File: src/hw/rtl/cfe_pkg.sv
// Shared constants, config register codes and pipeline control type for the
// cyclic-prefix CFO estimator. No dependencies.
package cfe_pkg;

	localparam int MAX_PREFIX       = 256;
	localparam int SAMPLE_BITS      = 16;
	localparam int ANGLE_ITERATIONS = 16;
	localparam int FFT_LIMIT        = 4096;
	localparam int SUM_BITS         = 40;

	localparam int PROD_BITS     = 2 * SAMPLE_BITS;
	localparam int ADDR_BITS     = (MAX_PREFIX > 1) ? $clog2(MAX_PREFIX) : 1;
	localparam int CP_BITS       = 9;
	localparam int NF_BITS       = 13;
	localparam int CFG_DATA_BITS = NF_BITS;
	localparam int IDX_BITS      = $clog2(MAX_PREFIX + FFT_LIMIT + 1);
	localparam int CMP_BITS      = IDX_BITS + 1;

	localparam logic [CP_BITS-1:0] CP_RESET = CP_BITS'(16);
	localparam logic [NF_BITS-1:0] NF_RESET = NF_BITS'(64);

	// CORDIC datapath
	localparam int XY_BITS       = SUM_BITS + 4;
	localparam int Z_BITS        = 34;
	localparam int FRAC_BITS     = 16;
	localparam int ITER_BITS     = $clog2(ANGLE_ITERATIONS);
	localparam int TURN_ENTRIES  = 24;
	localparam int TURN_IDX_BITS = $clog2(TURN_ENTRIES);
	localparam int COARSE_SHIFT  = 8;
	localparam int ROUND_SHIFT   = 17;

	localparam logic signed [XY_BITS-1:0] NORM_LIM   = XY_BITS'(1) << (SUM_BITS - 2);
	localparam logic signed [XY_BITS-1:0] COARSE_LIM =
		XY_BITS'(1) << (SUM_BITS - 2 - COARSE_SHIFT);
	localparam logic signed [Z_BITS-1:0] HALF_TURN  = Z_BITS'(64'sd2147483648);
	localparam logic signed [Z_BITS-1:0] ROUND_BIAS = Z_BITS'(1) << (ROUND_SHIFT - 1);
	localparam logic signed [Z_BITS-1:0] FRAC_MAX   = Z_BITS'(16384);
	localparam logic signed [Z_BITS-1:0] FRAC_MIN   = -Z_BITS'(16384);
	localparam logic signed [FRAC_BITS-1:0] FRAC_HALF = FRAC_BITS'(16384);

	// atan(2^-i)/(2*pi) in units of 2^-32 turn
	localparam logic signed [Z_BITS-1:0] TURN_TABLE [TURN_ENTRIES] = '{
		34'sd536870912, 34'sd316933406, 34'sd167458907, 34'sd85004756,
		34'sd42667331,  34'sd21354465,  34'sd10679838,  34'sd5340245,
		34'sd2670163,   34'sd1335087,   34'sd667544,    34'sd333772,
		34'sd166886,    34'sd83443,     34'sd41722,     34'sd20861,
		34'sd10430,     34'sd5215,      34'sd2608,      34'sd1304,
		34'sd652,       34'sd326,       34'sd163,       34'sd81
	};

	typedef enum logic [0:0] {
		CFG_CP_LENGTH = 1'b0,
		CFG_FFT_SIZE  = 1'b1
	} cfg_reg_t;

	typedef struct packed {
		logic valid;
		logic real_hit;
		logic imag_hit;
		logic last;
	} tap_ctrl_t;

endpackage

File: src/hw/rtl/cfe_correlator.sv
// Lag-N and lag-N+1 multiply-accumulate: product stage, then 40-bit sums.
// Depends on cfe_pkg.
module cfe_correlator (
	input  logic                                   clk,
	input  logic                                   arst_n,
	input  cfe_pkg::tap_ctrl_t                     ctrl_s1,
	input  logic signed [cfe_pkg::SAMPLE_BITS-1:0] sample_s1,
	input  logic signed [cfe_pkg::SAMPLE_BITS-1:0] partner_re,
	input  logic signed [cfe_pkg::SAMPLE_BITS-1:0] partner_im,
	output logic signed [cfe_pkg::SUM_BITS-1:0]    sum_real,
	output logic signed [cfe_pkg::SUM_BITS-1:0]    sum_imag,
	output logic                                   done
);

	cfe_pkg::tap_ctrl_t ctrl_s2;
	logic signed [cfe_pkg::PROD_BITS-1:0] prod_re_s2;
	logic signed [cfe_pkg::PROD_BITS-1:0] prod_im_s2;
	logic signed [cfe_pkg::SUM_BITS-1:0]  sum_re_q;
	logic signed [cfe_pkg::SUM_BITS-1:0]  sum_im_q;
	logic                                 done_q;

	always_ff @(posedge clk or negedge arst_n) begin
		if (!arst_n) begin
			ctrl_s2 <= '0;
		end else begin
			ctrl_s2 <= ctrl_s1;
		end
	end

	always_ff @(posedge clk) begin
		if (ctrl_s1.valid) begin
			prod_re_s2 <= partner_re * sample_s1;
			prod_im_s2 <= partner_im * sample_s1;
		end
	end

	// sums clear on the cycle after the last product lands, when the
	// angle unit latches them
	always_ff @(posedge clk or negedge arst_n) begin
		if (!arst_n) begin
			sum_re_q <= '0;
			sum_im_q <= '0;
			done_q   <= 1'b0;
		end else begin
			done_q <= ctrl_s2.valid && ctrl_s2.last;
			if (done_q) begin
				sum_re_q <= '0;
				sum_im_q <= '0;
			end else if (ctrl_s2.valid) begin
				if (ctrl_s2.real_hit) begin
					sum_re_q <= sum_re_q + cfe_pkg::SUM_BITS'(prod_re_s2);
				end
				if (ctrl_s2.imag_hit) begin
					sum_im_q <= sum_im_q + cfe_pkg::SUM_BITS'(prod_im_s2);
				end
			end
		end
	end

	assign sum_real = sum_re_q;
	assign sum_imag = sum_im_q;
	assign done     = done_q;

endmodule

File: config.mk
export PLATFORM = sky130hd
export DESIGN_NAME = cfe_correlator
export DESIGN_NICKNAME = d
export VERILOG_FILES = /design/src/hw/rtl/cfe_pkg.sv /design/src/hw/rtl/cfe_correlator.sv
export SDC_FILE = /design/constraint.sdc
export NUM_CORES = 2
export LEC_CHECK = 0
export BUFFER_PORTS_ARGS = -buffer_cell sky130_fd_sc_hd__buf_2
export CAP_MARGIN = 20
export CORE_MARGIN = 10
export CORE_UTILIZATION = 35
export DETAILED_ROUTE_END_ITERATION = 8
export GPL_TIMING_DRIVEN = 0
export PLACE_DENSITY_LB_ADDON = 0.3
export SYNTH_ARGS = -nofsm -noshare
export SYNTH_HDL_FRONTEND = slang
export SYNTH_SLANG_ARGS = --single-unit
File: constraint.sdc
create_clock -name clk -period 3.5 [get_ports clk]
set_clock_uncertainty 0.1 [all_clocks]
set_input_delay 0.35 -clock clk [delete_from_list [all_inputs] [get_ports clk]]
set_output_delay 0.35 -clock clk [all_outputs]
set_load 0.01 [all_outputs]
==> run summary <==
Pre-CTS WS = -3.79 ns
Worst EP arrival = 6.08 ns
Final worst slack = -2.49 ns
I/O Buffers = 134
Hold Violations, Final = 0
DIE WIDTH = 308 um
Dpl cells = 4,329
Post-detail-place hpwl = 66.1 mm
Die height = 308 um
CP Launch Type = input port
Max Cap Viol = 0
Post-route minimum period = 5.99 ns
Num CTS Buffers = 17
FF+latch count, synth = 149
Outcome = finished, violations left
Post-route antenna net violation count = 0
Setup CP Type = input port to flip-flop
Fillcell total = 8,050
Post-synth top cells = 621 x inv_1, 526 x fa_1, 351 x nand2_1, 258 x and2_1, 242 x ha_1
Cell variety after synth = 73
Dominant synthesized flop cell = dfrtp_1
Max-slew headroom at the worst pin = 26.9%
Vias in the first global route = 23,000
Die ar. = 94,600 sq um
Initial Util = 35.3%
Initial DRC Count = 1,354
Nets@finish = 4,194
Syn nets = 3,946
Mapped Area = 29,000 sq um
Hold crit path type = input port to flip-flop
Post-synthesis sequential area ratio = 14.0%
Routed WL = 81.5 mm
Count leader, synth = inv_1
DRC viols = 0
Vias = 22,400
Fin cells = 4,458
CP Max Fanout = 10
Placement row count = 105
Yosys warnings = 0
Fmax achieved = 167 MHz
Clk sink count = 149
Final setup vio count = 51
CP endpoint kind = flip-flop
Failing checks = negative setup slack
DR vias/cell = 5.02
WP data required = 3.60 ns
DR WL/cell = 18.3 um
Gate Count Post-Synth = 3,124
H-tree levels = 4
CTS tree = yes
Pin count of the biggest net entering global routing = 66
Post-synth ARST share = 57.0%
Clk slew on worst S/H paths = 0.06 ns
CTS max path bufs = 2
Synthesized area per cell = 9.27 sq um
Slew @ Worst Pin = 1.10 ns
Drt pass-1 iters = 7
Max-slew violation count = 0
Grt ovf = 0
RSZ-0062 raised after global routing = true
Later-pin clock latency in the skew report = 0.48 ns
Clock Tree Root = clkbuf_16
IO Pins = 135
Global placement routability congestion = 0.900
Fraction of layout cells with a size suffix above 1 = 16.7%
P&R area growth vs syn = 20.4%
Number of synthesized flops with an enable pin = 64
Tot GR Track Use = 17.5%
Top cell type's share of synthesized area = 36.4%
Synth top area cells = fa_1 36%, ha_1 10%, inv_1 8.0%
Antenna violations before repair = 10
First-pass GRT wire length = 129 mm
Tcrit/Tclk final = 171%
Core area = 82,100 sq um
Cell taking the most area after synthesis = fa_1
final cells by class:
class	instances	area, sq um	share of cell area [%]
Clock buffer	25	497	1.42
Inverter	621	2340	6.70
Buffer	113	1400	4.00
Tap cell	1070	1340	3.84
Antenna cell	3	7.51	0.0215
Multi-Input combinational cell	2239	23400	67.0
Clock inverter	7	70.1	0.201
Sequential cell	149	4050	11.6
Timing Repair Buffer	231	1800	5.17
state kept, by name, indices dropped and copies added (netlist names):
register and count:
sum_real 40, prod_re_s2 32, prod_im_s2 32, done 1, sum_imag 40, ctrl_s2 4
worst max-delay path, stage by stage:
cell	delay [ns]
buf_4	0.18
clkbuf_16	0.20
nand2_1	0.07
fa_1	0.47
fa_2	0.61
fa_2	0.45
fa_1	0.51
inv_1	0.06
fa_1	0.46
fa_1	0.51
ha_4	0.29
a21o_1	0.10
a21o_1	0.10
a21o_1	0.13
a2111oi_2	0.08
or3_4	0.41
a211o_4	0.37
a2111o_1	0.39
or4b_4	0.22
o311ai_4	0.10
placed cells by master (no fill, tap or decap), types with 85 or more instances in the layout:
cell,Yosys,layout
buf_2,1,101
nor2_1,95,85
nand2_1,351,342
a21oi_1,149,124
dfrtp_1,85,85
xnor2_1,95,87
ha_1,242,195
fa_1,526,509
inv_1,621,593
and2_1,258,240
repair_timing:
action	4_1_cts	5_1_grt
setup endpoints to repair	53	62
endpoints found under the hold margin	33	0
cloned	1	0
pin swaps	89	87
setup buffers	73	19
gates resized for setup	292	116
hold buffers	4	0
cell families after synthesis:
| group | after synthesis | share of synthesized area [%] |
|---|---|---|
| AOI/OAI and AO/OA | 478 | 11.0 |
| buffers and inverters | 736 | 9.58 |
| DFF | 149 | 14.0 |
| muxes | 5 | 0.177 |
| xor gates and xnor gates | 126 | 3.81 |
| adders and majority gates | 768 | 46.8 |
| and+or+nand+nor | 862 | 14.7 |
metal layers:
metal / up-vias / share of wire (%) / track usage, %
met3: 57 / 6.9 / 3.81
met5: - / 0.061 / 0
li1: 10400 / - / -
met4: 10 / 1.2 / 3.56
met2: 530 / 46 / 27.6
met1: 11400 / 46 / 24.5
path summary, 6_finish.rpt:
path	start	endpoint	slack (ns)	cells after the start
hold / removal	partner_im[0]	prod_im_s2[0]$_DFFE_PP_	0.24	2
setup reg to reg	prod_im_s2[0]$_DFFE_PP_	sum_imag[38]$_DFFE_PN0P_	0.13	11
setup / recovery	partner_im[8]	prod_im_s2[30]$_DFFE_PP_	-2.49	20
max in group asynchronous	arst_n	sum_real[23]$_DFFE_PN0P_	2.31	3
hold reg to reg	ctrl_s2[0]$_DFF_PN0_	done$_DFF_PN0_	0.36	1
min in group asynchronous	arst_n	sum_imag[36]$_DFFE_PN0P_	0.28	2
per-stage QoR:
step / instance area, sq um / hold slack (ns) / setup TNS [ns] / utilization (%)
2_1_floorplan: 29700 / -0.0456 / -83.96 / -
3_3_place_gp: 31800 / 0.339 / -130.30 / 38.7
3_5_place_dp: 31800 / 0.246 / -131.69 / 38.7
4_1_cts: 34300 / 0.204 / -86.27 / 41.8
5_1_grt: 34900 / 0.219 / -94.83 / 42.5
6_report: 34900 / 0.241 / -87.67 / 42.5
Power is not shown: default switching activity piles up to over one toggle a cycle in this logic, so the estimate is an artifact.
